## config.mk

```make
export PLATFORM = sky130hd
export DESIGN_NAME = bsc_back
export DESIGN_NICKNAME = d
export VERILOG_FILES = /design/src/rtl/bsc_pkg.sv /design/src/rtl/bsc_back.sv
export SDC_FILE = /design/constraint.sdc
export NUM_CORES = 1
export LEC_CHECK = 0
export BUFFER_PORTS_ARGS = -buffer_cell sky130_fd_sc_hd__buf_2
export CORE_UTILIZATION = 58
export CTS_BUF_LIST = sky130_fd_sc_hd__clkbuf_16
export DETAILED_ROUTE_END_ITERATION = 16
export PLACE_DENSITY = 0.81
export SYNTH_ARGS = -nofsm -noshare
export SYNTH_HDL_FRONTEND = slang
export SYNTH_SLANG_ARGS = --single-unit
export TNS_END_PERCENT = 20
```

## constraint.sdc

```tcl
create_clock -name clk -period 4.9 [get_ports clk]
set_input_delay 0.245 -clock clk [delete_from_list [all_inputs] [get_ports clk]]
set_output_delay 0.245 -clock clk [all_outputs]
set_load 0.01 [all_outputs]
```

## src/rtl/bsc_pkg.sv

```systemverilog
// Shared constants, codes and types of the bit set with population count.
package bsc_pkg;

  localparam int MAX_BITS    = 4096;
  localparam int WORD_BITS   = 8;
  localparam int WORD_COUNT  = (MAX_BITS + WORD_BITS - 1) / WORD_BITS;
  localparam int IDX_W       = $clog2(MAX_BITS);
  localparam int CNT_W       = IDX_W + 1;
  localparam int LIM_W       = 13;
  localparam int WADDR_W     = $clog2(WORD_COUNT);
  localparam int BSEL_W      = $clog2(WORD_BITS);
  localparam int CMD_W       = 3;
  localparam int STAT_W      = 2;
  localparam int QUEUE_DEPTH = 2;
  localparam int QPTR_W      = $clog2(QUEUE_DEPTH);
  localparam int QCNT_W      = $clog2(QUEUE_DEPTH + 1);

  localparam logic [LIM_W-1:0] LIMIT_RESET = LIM_W'(4096);

  // Command codes on the input port.
  localparam logic [CMD_W-1:0] CMD_SET     = 3'd0;
  localparam logic [CMD_W-1:0] CMD_CLR     = 3'd1;
  localparam logic [CMD_W-1:0] CMD_TEST    = 3'd2;
  localparam logic [CMD_W-1:0] CMD_CLR_ALL = 3'd3;
  localparam logic [CMD_W-1:0] CMD_SET_ALL = 3'd4;
  localparam logic [CMD_W-1:0] CMD_FIND    = 3'd5;

  // Result status codes.
  localparam logic [STAT_W-1:0] STAT_OK    = 2'd0;
  localparam logic [STAT_W-1:0] STAT_RANGE = 2'd1;
  localparam logic [STAT_W-1:0] STAT_NONE  = 2'd2;

  // Operation as classified by the front end.
  typedef enum logic [2:0] {
    OP_SET,
    OP_CLR,
    OP_TEST,
    OP_CLR_ALL,
    OP_SET_ALL,
    OP_FIND,
    OP_REJECT,
    OP_NOP
  } op_t;

  typedef enum logic [2:0] {
    BK_INIT,
    BK_IDLE,
    BK_READ,
    BK_SWEEP,
    BK_FIND
  } bk_state_t;

  typedef struct packed {
    op_t              op;
    logic [IDX_W-1:0] idx;
    logic [CNT_W-1:0] lim;
  } job_t;

  typedef struct packed {
    logic              valid;
    logic [STAT_W-1:0] status;
    logic              bit_value;
    logic [IDX_W-1:0]  found_index;
    logic [CNT_W-1:0]  set_count;
    logic [IDX_W-1:0]  high_mark;
  } res_t;

  typedef struct packed {
    logic full;
    logic init;
  } fe_stat_t;

endpackage

```

## src/rtl/bsc_back.sv

```systemverilog
// Back end: executes jobs against the word memory and builds each result.
module bsc_back import bsc_pkg::*; (
  input  logic                 clk,
  input  logic                 rst_n,
  input  logic                 q_valid,
  input  job_t                 q_job,
  output logic                 pop,
  output logic                 init_busy,
  output logic                 ram_we,
  output logic [WADDR_W-1:0]   ram_waddr,
  output logic [WORD_BITS-1:0] ram_wdata,
  output logic                 ram_re,
  output logic [WADDR_W-1:0]   ram_raddr,
  input  logic [WORD_BITS-1:0] ram_rdata,
  output res_t                 res
);

  bk_state_t          state_r, state_nxt;
  logic [WADDR_W-1:0] addr_r, addr_nxt;
  job_t               job_r, job_nxt;
  logic [CNT_W-1:0]   count_r, count_nxt;
  logic [IDX_W-1:0]   high_r, high_nxt;
  res_t               res_r, res_nxt;

  logic [WADDR_W-1:0]   q_word;
  logic                 last_addr;
  logic                 rd_bit;
  logic [WORD_BITS-1:0] bit_mask;
  logic [WORD_BITS-1:0] fill_word;
  logic [WORD_BITS-1:0] part_mask;
  logic [WORD_BITS-1:0] scan_word;
  logic                 scan_hit;
  logic                 scan_last;
  logic [BSEL_W-1:0]    hit_bit;
  logic [CNT_W-1:0]     lim_m1;
  logic                 find_skip;

  assign q_word    = q_job.idx[IDX_W-1:BSEL_W];
  assign last_addr = addr_r == WADDR_W'(WORD_COUNT - 1);
  assign rd_bit    = ram_rdata[job_r.idx[BSEL_W-1:0]];
  assign bit_mask  = WORD_BITS'(1) << job_r.idx[BSEL_W-1:0];
  assign lim_m1    = job_r.lim - CNT_W'(1);
  assign find_skip = q_job.idx > high_r;
  assign init_busy = state_r == BK_INIT;
  assign res       = res_r;

  // Set-all word: full below the limit's word, partial in it, empty above.
  always_comb begin
    for (int b = 0; b < WORD_BITS; b++) begin
      part_mask[b] = BSEL_W'(b) < job_r.lim[BSEL_W-1:0];
    end
    if ({1'b0, addr_r} < job_r.lim[CNT_W-1:BSEL_W]) begin
      fill_word = '1;
    end else if ({1'b0, addr_r} == job_r.lim[CNT_W-1:BSEL_W]) begin
      fill_word = part_mask;
    end else begin
      fill_word = '0;
    end
  end

  // The search window opens at the start bit and closes at the high mark.
  assign scan_last = addr_r == high_r[IDX_W-1:BSEL_W];
  always_comb begin
    for (int b = 0; b < WORD_BITS; b++) begin
      scan_word[b] = ram_rdata[b]
        & ((addr_r != job_r.idx[IDX_W-1:BSEL_W]) || (BSEL_W'(b) >= job_r.idx[BSEL_W-1:0]))
        & (!scan_last || (BSEL_W'(b) <= high_r[BSEL_W-1:0]));
    end
    hit_bit = '0;
    for (int b = WORD_BITS - 1; b >= 0; b--) begin
      if (scan_word[b]) begin
        hit_bit = BSEL_W'(b);
      end
    end
  end
  assign scan_hit = scan_word != '0;

  always_comb begin
    state_nxt = state_r;
    unique case (state_r)
      BK_INIT: begin
        if (last_addr) begin
          state_nxt = BK_IDLE;
        end
      end
      BK_IDLE: begin
        if (q_valid) begin
          unique case (q_job.op)
            OP_SET, OP_CLR, OP_TEST: state_nxt = BK_READ;
            OP_CLR_ALL, OP_SET_ALL:  state_nxt = BK_SWEEP;
            OP_FIND:                 state_nxt = find_skip ? BK_IDLE : BK_FIND;
            OP_REJECT, OP_NOP:       state_nxt = BK_IDLE;
          endcase
        end
      end
      BK_READ: state_nxt = BK_IDLE;
      BK_SWEEP: begin
        if (last_addr) begin
          state_nxt = BK_IDLE;
        end
      end
      BK_FIND: begin
        if (scan_hit || scan_last) begin
          state_nxt = BK_IDLE;
        end
      end
      default: state_nxt = BK_IDLE;
    endcase
  end

  always_comb begin
    pop       = 1'b0;
    ram_we    = 1'b0;
    ram_waddr = addr_r;
    ram_wdata = '0;
    ram_re    = 1'b0;
    ram_raddr = addr_r;
    addr_nxt  = addr_r;
    job_nxt   = job_r;
    count_nxt = count_r;
    high_nxt  = high_r;
    res_nxt   = '0;
    unique case (state_r)
      BK_INIT: begin
        ram_we   = 1'b1;
        addr_nxt = addr_r + 1'b1;
      end
      BK_IDLE: begin
        if (q_valid) begin
          pop     = 1'b1;
          job_nxt = q_job;
          unique case (q_job.op)
            OP_SET, OP_CLR, OP_TEST: begin
              ram_re    = 1'b1;
              ram_raddr = q_word;
            end
            OP_CLR_ALL, OP_SET_ALL: begin
              addr_nxt = '0;
            end
            OP_FIND: begin
              if (find_skip) begin
                res_nxt.valid  = 1'b1;
                res_nxt.status = STAT_NONE;
              end else begin
                ram_re    = 1'b1;
                ram_raddr = q_word;
                addr_nxt  = q_word;
              end
            end
            OP_REJECT: begin
              res_nxt.valid  = 1'b1;
              res_nxt.status = STAT_RANGE;
            end
            OP_NOP: begin
              res_nxt.valid = 1'b1;
            end
          endcase
        end
      end
      BK_READ: begin
        res_nxt.valid     = 1'b1;
        res_nxt.bit_value = rd_bit;
        if (job_r.op != OP_TEST) begin
          ram_we    = 1'b1;
          ram_waddr = job_r.idx[IDX_W-1:BSEL_W];
          if (job_r.op == OP_SET) begin
            ram_wdata = ram_rdata | bit_mask;
            if (!rd_bit) begin
              count_nxt = count_r + 1'b1;
            end
          end else begin
            ram_wdata = ram_rdata & ~bit_mask;
            if (rd_bit && count_r != '0) begin
              count_nxt = count_r - 1'b1;
            end
          end
          if (job_r.idx > high_r) begin
            high_nxt = job_r.idx;
          end
        end
      end
      BK_SWEEP: begin
        ram_we    = 1'b1;
        ram_wdata = (job_r.op == OP_SET_ALL) ? fill_word : '0;
        addr_nxt  = addr_r + 1'b1;
        if (last_addr) begin
          res_nxt.valid = 1'b1;
          if (job_r.op == OP_SET_ALL) begin
            count_nxt = job_r.lim;
            high_nxt  = (job_r.lim != '0) ? lim_m1[IDX_W-1:0] : '0;
          end else begin
            count_nxt = '0;
            high_nxt  = '0;
          end
        end
      end
      BK_FIND: begin
        if (scan_hit) begin
          res_nxt.valid       = 1'b1;
          res_nxt.found_index = {addr_r, hit_bit};
        end else if (scan_last) begin
          res_nxt.valid  = 1'b1;
          res_nxt.status = STAT_NONE;
        end else begin
          ram_re    = 1'b1;
          ram_raddr = addr_r + 1'b1;
          addr_nxt  = addr_r + 1'b1;
        end
      end
      default: begin
        addr_nxt = addr_r;
      end
    endcase
    res_nxt.set_count = count_nxt;
    res_nxt.high_mark = high_nxt;
  end

  always_ff @(posedge clk) begin
    if (!rst_n) begin
      state_r     <= BK_INIT;
      addr_r      <= '0;
      count_r     <= '0;
      high_r      <= '0;
      res_r.valid <= 1'b0;
    end else begin
      state_r <= state_nxt;
      addr_r  <= addr_nxt;
      count_r <= count_nxt;
      high_r  <= high_nxt;
      res_r   <= res_nxt;
    end
  end

  always_ff @(posedge clk) begin
    job_r <= job_nxt;
  end

endmodule

```

* Word level (Yosys, flattened, before mapping) *
Cells that the tools add are included.

word-level totals
  register bits after elaboration = 106
  bits in latches = 0
  memory bits (writable) = 0
  ROM bits = 0
  input bits = 39
  output and inout port bits = 71
  word-level logic and storage cells = 193
  memories kept = 0

cells by class
  add/subtract/negate cells = 4
  multiply operators = 0
  divide/modulo/power cells = 0
  magnitude comparators = 28
  eq/ne operators = 21
  shifts and indexed selects = 1
  muxes and demuxes = 65
  bitwise operators = 21
  reductions and logical operators = 37

operators by type and width
  operator                 number
  $mux W13                 6
  $mux W9                  7
  $mux W12                 5
  $pmux W9 S2              3
  $mux W8                  5
  $mux W3                  11
  $pmux W9 S3              1
  $pmux W13 S2             1
  $reduce_bool A13 Y1      2
  $gt A12 B12 Y1           2
  $pmux W12 S2             1
  $eq A3 B3 Y1 const B     6
  $logic_or A1 B1 Y1       17
  $and A1 B1 Y1            16
  $pmux W8 S2              1
  $add A13 B1 Y13 const B  1
  $sub A13 B1 Y13 const B  1
  $eq A3 B2 Y1 const B     4
  $ge A3 B3 Y1 const A     4
  $le A3 B3 Y1 const A     4
  $lt A3 B3 Y1 const A     4
  $pmux W3 S4              1
  $sub A12 B1 Y12 const B  1
  $mux W1                  11
  other kinds (40)         62

* Logic depth before layout (Yosys ltp) *
Gate-level depths: netlist (run 1).

  depth in word-level cells = 11
  gate-level depth with buffers = 13
  mapped depth without buffers = 11

* Worst setup path after synthesis (run 1) *
No wires, ideal clock.

  kind = register to output
  from = register state_r[2]
  to = output port ram_raddr[4]
  arrival time = 4.117 ns
  data required time = 4.655 ns
  setup slack = 0.538 ns
  cell stages (with the launch flop) = 8
  buffers on the path = 2
  path through = dfxtp_1 -> clkbuf_1 -> nor3_1 -> nand2_1 -> nor2_1 -> clkbuf_1 -> o21bai_1 -> a221o_1

on the way
  cells in the longest elaborated chain, start to end = 2
  elaborated cells on any way between the ends = 3
  those cells by class = 2 x eq/ne; 1 x mux

ends and longest elaborated chain
  what                                          line             RTL
  from (decl)                                   bsc_back.sv:18   bk_state_t state_r, state_nxt;
  from (signal assigned)                        bsc_back.sv:226  state_r <= state_nxt;
  $eq A3 B3 Y1 or $eq A3 B1 Y1 (tied branches)  bsc_back.sv:123  unique case (state_r)
  $pmux W9 S2 (*)                               bsc_back.sv:123
  to (decl)                                     bsc_back.sv:13   output logic [WADDR_W-1:0] ram_raddr,

Every way passes the cells marked *; elsewhere a longest branch is shown, timed or not.

* Final worst setup path (run 1) *
  from = register addr_r[5]
  to = output port ram_raddr[0]

on the way
  cells in the longest elaborated chain, start to end = 7
  elaborated cells on any way between the ends = 39
  those cells by class = 2 x eq/ne; 3 x mux; 16 x bitwise; 18 x reduce/logical

ends and longest elaborated chain
  what                                                    line                            RTL
  from (decl)                                             bsc_back.sv:19                  logic [WADDR_W-1:0] addr_r, addr_nxt;
  from (signal assigned)                                  bsc_back.sv:227                 addr_r <= addr_nxt;
  $ne A9 B9 Y1 or $eq A9 B9 Y1 (tied branches)            bsc_back.sv:66, bsc_back.sv:62
  $logic_or A1 B1 Y1 or $logic_not A1 Y1 (tied branches)  bsc_back.sv:66, bsc_back.sv:67
  $and A1 B1 Y1 or $logic_or A1 B1 Y1 (tied branches)     bsc_back.sv:66, bsc_back.sv:67
  $and A1 B1 Y1                                           bsc_back.sv:67                  & (!scan_last || (BSEL_W'(b) <= high_r[BSEL_W-1:0]));
  $reduce_bool A8 Y1                                      bsc_back.sv:76                  assign scan_hit = scan_word != '0;
  $mux W9 (*)                                             bsc_back.sv:198                 if (scan_hit) begin
  $pmux W9 S2 (*)                                         bsc_back.sv:123

Marks and branches as above.

==> key figures, run 1 <==
Run status
  – Status: complete, no violations

Layout
  – Finished Layout Cells: 1,016
  – Register Area: 0.002803 mm2
  – Share of layout cells above drive strength 1: 20.48%
  – Area grow syn2layout: 13.00%
  – Fill cells: 1,008
  – Area occupied by multi-input gates: 0.004038 mm2
  – Antenna cells: 0
  – Nets: 941
  – Cell area after layout: 0.008103 mm2

Global routing
  – Initial antenna violation count: 0
  – Largest net degree at the start of global routing: 43
  – All-Layer GR Usage: 35.62%
  – Vias in the first global route: 6,455
  – Aggregate global routing overflow: 0
  – First-pass GRT wire length: 34.53 mm

CTS
  – CTS Hold Bufs: 0
  – Clk sinks: 106
  – CTS tree: built
  – Clock buffer depth: 2
  – CTS H-tree lvls: 3
  – Root Driver: clkbuf_16
  – Clock slew at reported path FFs: 0.08 ns
  – CTS Buf Count: 9
  – CTS resizes: 0
  – Clk_lat worst skew: 0.36 ns
  – Setup bufs post-CTS: 0

Hold path
  – Worst hold-check path type: input pin to register

Yosys
  – Unique cell type count in the Yosys netlist: 74
  – #FFs+latches synth: 106
  – Synth async-reset ratio: 0%
  – Post-synthesis average cell area: 9.276 um2
  – Syn Nets: 850
  – Cells after synthesis: 773
  – Dominant synthesized flop cell: edfxtp_1
  – Synthesized cell area: 0.007171 mm2
  – YS warnings: 0
  – Register area share after synthesis: 39.09%
  – Post-synth EDFFs: 68

Timing
  – Final Cycle Share: 87.62%
  – RSZ-0062 raised after global routing: no
  – Max transition margin: 30.28%
  – Setup TNS Final: 0 ns
  – Max frequency: 232.9 MHz
  – Worst slew pin tran: 1.041 ns
  – Setup violations, final: 0
  – Final Skew: 0.006061 ns
  – Clock period minus worst slack: 4.293 ns
  – Max Slew Vio Count: 0
  – Fin. Hold Viols: 0

Worst setup path
  – Cell chain of the critical path: xnor2_2 > nand2_2 > o41a_1 > or4_4 > a31oi_4 > nand3_1 > nor2_1 > nor2_1 > a221o_1 > buf_2
  – Critical Path RT: 4.66 ns
  – CP Data Arrival Time: 4.05 ns
  – Critical path's slowest cell: dfxtp_1
  – CP most frequent cell: nor2_1
  – Critical path class: register to output port
  – CP peak stage delay: 0.73 ns
  – Startpoint Class: register
  – Crit. End Element: output port
  – CP Max Fanout: 12

Placement
  – Hpwl dp: 16.67 mm
  – Routability cong.: 0.9268
  – Dpl cell area: 0.007818 mm2
  – Dpl cells: 1,000
  – IO buf count: 109

Routing
  – Post-route DRC: 0
  – 1st-iter DRT viols: 968
  – Via density: 6.743
  – Routed len/inst: 22.19 um
  – Routed vias: 6,851
  – Antenna-violating nets left: 0
  – Detailed Route WL: 22.54 mm
  – First-pass DRT Iterations: 7

Floorplanning
  – Die height: 113.2 um
  – Area of the core: 0.01201 mm2
  – Initial Utilization: 59.70%
  – Die footprint: 0.01281 mm2
  – Rows: 40
  – Die width: 113.2 um
  – Num ports: 110

Power
  – Final Total Pwr: 1.878 mW
  – Leak: 3.335 nW
  – Worst VDD drop: 218.3 uV
  – Cell Pwr Density: 231.7 mW/mm2

Run
  – Max-cap violations: 0
-- per-layer routing --
metal | GRT usage, % | up-vias | share of wire (%)
li1 | - | 3101 | -
met1 | 47.95 | 3233 | 41
met2 | 55.87 | 447 | 46
met3 | 6.588 | 70 | 9.2
met4 | 16.40 | 0 | 3.3
met5 | 0 | - | 0
-- area by class of cell --
| class | instances | share of cell area (%) |
|---|---|---|
| Inverter | 40 | 1.853 |
| Clock inverter | 7 | 0.7412 |
| Timing Repair Buffer | 122 | 7.937 |
| Clock buffer | 9 | 2.779 |
| Multi-Input combinational cell | 585 | 49.83 |
| Tap cell | 147 | 2.270 |
| Sequential cell | 106 | 34.59 |
-- synth_stat cells, drive strengths merged (3+ instances only) --
master	n	area share (%)
buf	10	0.98
o21a	10	1.0
o211ai	4	0.42
nor2	55	2.9
o21bai	3	0.31
clkbuf	32	1.7
xnor2	28	3.9
inv	39	2.0
o22a	3	0.37
o31ai	8	0.84
and2	37	3.2
a21boi	3	0.31
o22ai	7	0.61
a211o	3	0.37
or2	6	0.52
a211oi	7	0.73
nor4	10	0.87
nor3	21	1.5
edfxtp	68	28
a31oi	10	1.1
a22o	3	0.37
o41ai	8	0.98
nor2b	7	0.61
nor3b	4	0.42
o21ai	45	3.1
and4	4	0.49
nand4	13	1.1
mux2i	13	1.8
nand3	21	1.5
dfxtp	38	11
mux2	13	2.0
nand2	56	3.0
a32oi	3	0.37
o221a	3	0.47
and3	14	1.2
ha	38	6.6
or4	3	0.37
a21oi	42	3.0
a22oi	7	0.73
or3	13	1.1
a221oi	5	0.61
o311ai	3	0.37
a221o	13	1.8
a21o	13	1.4
-- stage by stage --
step | util (%) | setup WS [ns] | hold WS [ns]
4_1_cts | 67.46 | 0.6404 | 0.04886
3_3_place_gp | 65.08 | 1.125 | 0.4217
3_5_place_dp | 65.08 | 1.044 | 0.4231
2_1_floorplan | - | 0.5380 | 0.3439
6_report | 67.46 | 0.6067 | 0.05442
5_1_grt | 67.46 | 0.2967 | 0.04745
-- logic make-up (layout without fill, tap and decap cells) --
kind of cell	Yosys count	after routing	share of synthesized area (%)
xor+xnor	30	30	4.188
buf+inv	82	178	4.746
flops	106	106	39.09
fa+ha+maj	38	38	6.631
mux	28	28	4.484
compound gates	217	217	21.11
simple gates	272	272	19.75
-- flip-flops by register name, summed over array words and instances (netlist names) --
signal	cells
addr_r	9
res	41
count_r	13
high_r	12
state_r	3
job_r	28
-- worst max-delay path: cells and delay by family, from the launching register on --
kind / cells / cell delay, ns
compound gates: 3 / 0.99
xor+xnor: 1 / 0.20
buf+inv: 1 / 0.14
flops: 1 / 0.73
simple gates: 5 / 1.61
-- final timing paths --
path,from,to,slack [ns],depth (start not counted)
max,addr_r[5],ram_raddr[0],0.61,10
min,q_job[2],job_r[2],0.05,1
max reg2reg,addr_r[1],high_r[1],1.18,11
min reg2reg,count_r[9],count_r[9],0.58,2
-- placed cells by master (no fill, tap or decap), types with 37 or more instances in the layout --
| cell type | n |
|---|---|
| dfxtp_1 | 38 |
| buf_2 | 109 |
| o21ai_0 | 41 |
| edfxtp_1 | 68 |
| a21oi_1 | 41 |
| and2_1 | 37 |
| inv_1 | 39 |
| ha_1 | 38 |
| nor2_1 | 55 |
| nand2_1 | 55 |
-- where the power goes --
group | internal, mW | switching (mW) | total [mW]
Combinational | 0.0725 | 0.111 | 0.184
Sequential | 0.961 | 0.00974 | 0.971
Clock | 0.356 | 0.367 | 0.723
No activity file was read; power rests on OpenSTA's default activity.
==> inputs of run 2 (changes only) <==
ABC_AREA = 1   (was default)
CORE_UTILIZATION = 59   (was 58)
CTS_CLUSTER_SIZE = 16   (was default)
PLACE_DENSITY = 0.82   (was 0.81)
==> run 2 against run 1 <==
Net effect:
- count of clock-buffer cells in the layout is the same
- sequential cell count is the same
- setup slack gained 0.79 ns
- clock skew grew 0.012 ns
- die area grew 5.3%
- highest routed layer unchanged
==> key figures, run 2 <==
Run status
  – Status: complete, no violations

CTS
  – Setup bufs post-CTS: 0 (unchanged)
  – Clock slew at reported path FFs: 0.07 ns (about the same)
  – CTS Buf Count: 9 (unchanged)
  – CTS resizes: 0 (unchanged)
  – CTS H-tree lvls: 3 (unchanged)
  – Root Driver: clkbuf_16
  – CTS tree: built
  – Clock buffer depth: 2 (unchanged)
  – Clk_lat worst skew: 0.37 ns (about the same)
  – CTS Hold Bufs: 0 (unchanged)
  – Clk sinks: 106 (unchanged)

Yosys
  – Register area share after synthesis: 36.46% (-2.6 points)
  – Synth top area share: 26.57% (-1.9 points)
  – Simple-gate area share of the yosys netlist: 28.65% (+8.9 points)
  – Adder-Cell Fraction of Synth Area: 6.186% (-0.44 points)
  – Dominant synthesized flop cell: edfxtp_1
  – Post-synthesis mux area share: 0% (-4.5 points)
  – Synthesized cell area: 0.007686 mm2 (+7.2%)
  – Post-synth top cells: 246 x nand2_1, 145 x inv_1, 104 x nand3_1
  – Unique cell type count in the Yosys netlist: 43 (-42%)
  – Post-synth EDFFs: 68 (unchanged)
  – YS warnings: 0 (unchanged)
  – Synth async-reset ratio: 0% (unchanged)
  – Top-count cell post-synth: nand2_1
  – Main combinational cell family by area after synthesis: simple AND/OR/NAND/NOR gates
  – Area leader, netlist: edfxtp_1
  – Xor/xnor share of the synthesized area: 2.735% (-1.5 points)
  – Synth Area in Compound Gates: 15.87% (-5.2 points)
  – Cells after synthesis: 1,061 (+37%)
  – Top cells by area, synth: edfxtp_1 27%, nand2_1 12%, dfxtp_1 9.9%, inv_1 7.1%, nand3_1 6.8%
  – Syn Nets: 1,138 (+34%)
  – #FFs+latches synth: 106 (unchanged)
  – Post-synthesis average cell area: 7.244 um2 (-22%)

Worst setup path
  – CP Max Fanout: 14 (+2)
  – Crit. End Element: output port
  – Reg2reg setup slack: 1.48 ns (+0.30 ns)
  – Worst R2R Start: addr_r[1]
  – Critical path's slowest cell: dfxtp_1
  – Critical path class: register to output port
  – CP peak stage delay: 0.59 ns (-0.14 ns)
  – Startpoint Class: register
  – CP most frequent cell: nand2_2
  – CP Data Arrival Time: 3.25 ns (-0.80 ns)
  – Worst reg-to-reg path cell count: 14 (+3)
  – FF-to-FF End: res[17]
  – Cell chain of the critical path: inv_2 > nand2_1 > nand4_2 > nor2_4 > nand2_2 > o21ai_2 > nand2_2 > nor2_4 > nand2_2 > nand2_1 > nand3_1 > o2111ai_1 > buf_2
  – Critical Path RT: 4.66 ns (about the same)

Run
  – Max-cap violations: 0 (unchanged)

Power
  – Leak: 4.002 nW (+20%)
  – Worst VDD drop: 287.5 uV (+32%)
  – Cell Pwr Density: 495.8 mW/mm2 (+110%)
  – Final Total Pwr: 4.265 mW (+130%)

Timing
  – Max transition margin: 33.74% (+3.5 points)
  – Setup violations, final: 0 (unchanged)
  – Final Skew: 0.01769 ns (+0.01163 ns)
  – Worst slew pin tran: 0.9927 ns (-0.04816 ns)
  – Fin. Hold Viols: 0 (unchanged)
  – Setup TNS Final: 0 ns (unchanged)
  – Final hold slack: 0.05109 ns (-0.003328 ns)
  – Max frequency: 285.8 MHz (+23%)
  – RSZ-0062 raised after global routing: no
  – Max Slew Vio Count: 0 (unchanged)
  – Clock period minus worst slack: 3.499 ns (-0.7944 ns)
  – Final Cycle Share: 71.41% (-16 points)

Placement
  – Hpwl dp: 16.92 mm (+1.5%)
  – Dpl cell area: 0.008325 mm2 (+6.5%)
  – IO buf count: 109 (unchanged)
  – Routability cong.: 1.023 (+10%)

Layout
  – Cell area after layout: 0.008602 mm2 (+6.2%)
  – Largest register FFs: 41 (unchanged)
  – Nets: 1,228 (+30%)
  – Commonest non-fill, non-tap cell in the layout: nand2_1
  – Final core utilization: 67.89% (+0.43 points)
  – Area grow syn2layout: 11.92%
  – Commonest cells after routing, fill and taps aside: 246 x nand2_1, 145 x inv_1, 109 x buf_2
  – Fill cells: 1,109 (+10%)
  – Antenna cells: 0 (unchanged)
  – Share of layout cells above drive strength 1: 14.45% (-6.0 points)

Global routing
  – Aggregate global routing overflow: 0 (unchanged)
  – Largest net degree at the start of global routing: 56 (+30%)
  – First-pass GRT wire length: 36.49 mm (+5.7%)
  – All-Layer GR Usage: 35.78% (+0.16 points)
  – Initial antenna violation count: 0 (unchanged)
  – Vias in the first global route: 7,025 (+8.8%)

Hold path
  – Hold EP: job_r[5]
  – Worst hold-check path type: input pin to register
  – Worst hold stages: 1 (unchanged)
  – Hold_sp: q_job[5]

Routing
  – Routed len/inst: 17.44 um (-21%)
  – First-pass DRT Iterations: 6 (-1)
  – Via density: 6.080 (-9.8%)
  – Antenna-violating nets left: 0 (unchanged)
  – Detailed Route WL: 23.16 mm (+2.7%)
  – 1st-iter DRT viols: 1,063 (+9.8%)
  – Routed vias: 8,074 (+18%)
  – Post-route DRC: 0 (unchanged)

Floorplanning
  – Area of the core: 0.01267 mm2 (+5.5%)
  – Num ports: 110 (unchanged)
  – Rows: 41 (+2.5%)
  – Die height: 116.1 um (+2.6%)
  – Initial Utilization: 60.66% (+0.96 points)
  – Die footprint: 0.01349 mm2 (+5.3%)
  – Die width: 116.1 um (+2.6%)
==> run 2: changes by cell type after synthesis, sizes merged, moves of 14 or more <==
cell | previous run | this run
nand2 | 56 | 250
o21ai | 45 | 80
nor2 | 55 | 81
a21oi | 42 | 59
xor2 | 2 | 17
xnor2 | 28 | 7
nand4 | 13 | 35
inv | 39 | 155
and2 | 37 | 0
and3 | 14 | 0
nand3 | 21 | 104
==> run 2: kinds of logic (layout without fill, tap and decap cells) <==
group                    Yosys count  in the layout
AO/OA/AOI/OAI                    208            208
XOR/XNOR                          24             24
adder cells (fa/ha/maj)           38             38
buffers and inverters            195            290
flip-flops                       106            106
AND/OR/NAND/NOR                  490            490
==> run 2: metal layers <==
metal  GRT usage (%)  vias up  share of wire (%)
met4           15.64        0                3.3
met5               0        -                  0
met3           8.666       80                 13
li1                -     3809                  -
met1           50.15     3572                 41
met2           52.58      613                 43
==> run 2: stage by stage <==
step | instances | setup slack (ns)
finish | 1328 | 1.401
CTS | 1328 | 1.522
detailed placement | 1312 | 1.700
global route | 1328 | 1.217
global placement | 1312 | 1.768
floorplan | 1061 | 1.838
==> run 2: cell type report <==
| class | instances | area, um2 | area share, % |
|---|---|---|---|
| Clock inverter | 7 | 51.30 | 0.5964 |
| Tap cell | 172 | 215.2 | 2.502 |
| Sequential cell | 106 | 2803 | 32.58 |
| Inverter | 158 | 594.3 | 6.909 |
| Clock buffer | 9 | 225.2 | 2.618 |
| Multi-Input combinational cell | 760 | 4115 | 47.84 |
| Timing Repair Buffer | 116 | 598.1 | 6.953 |
==> run 2: power breakdown <==
part	switching, mW	internal, mW
Clock	0.360	0.349
Sequential	0.193	1.13
Combinational	1.51	0.720
Total	2.07	2.20
==> run 2: critical path, delay by kind of cell (launching register included) <==
family          cells  cell delay (ns)
simple gates        9             1.58
flops               1             0.59
buf+inv             2             0.36
compound gates      2             0.33
==> run 2: worst max-delay path by stage <==
stage	from	endpoint	slack [ns]	cells after the start
after floorplan	state_r[0]	addr_r[0]	1.84	10
after global placement	addr_r[1]	res[17]	1.77	14
after detailed placement	addr_r[1]	res[17]	1.70	14
after CTS	addr_r[4]	ram_raddr[8]	1.52	13
after global routing	addr_r[4]	ram_raddr[8]	1.22	13
final	addr_r[8]	ram_raddr[8]	1.40	13
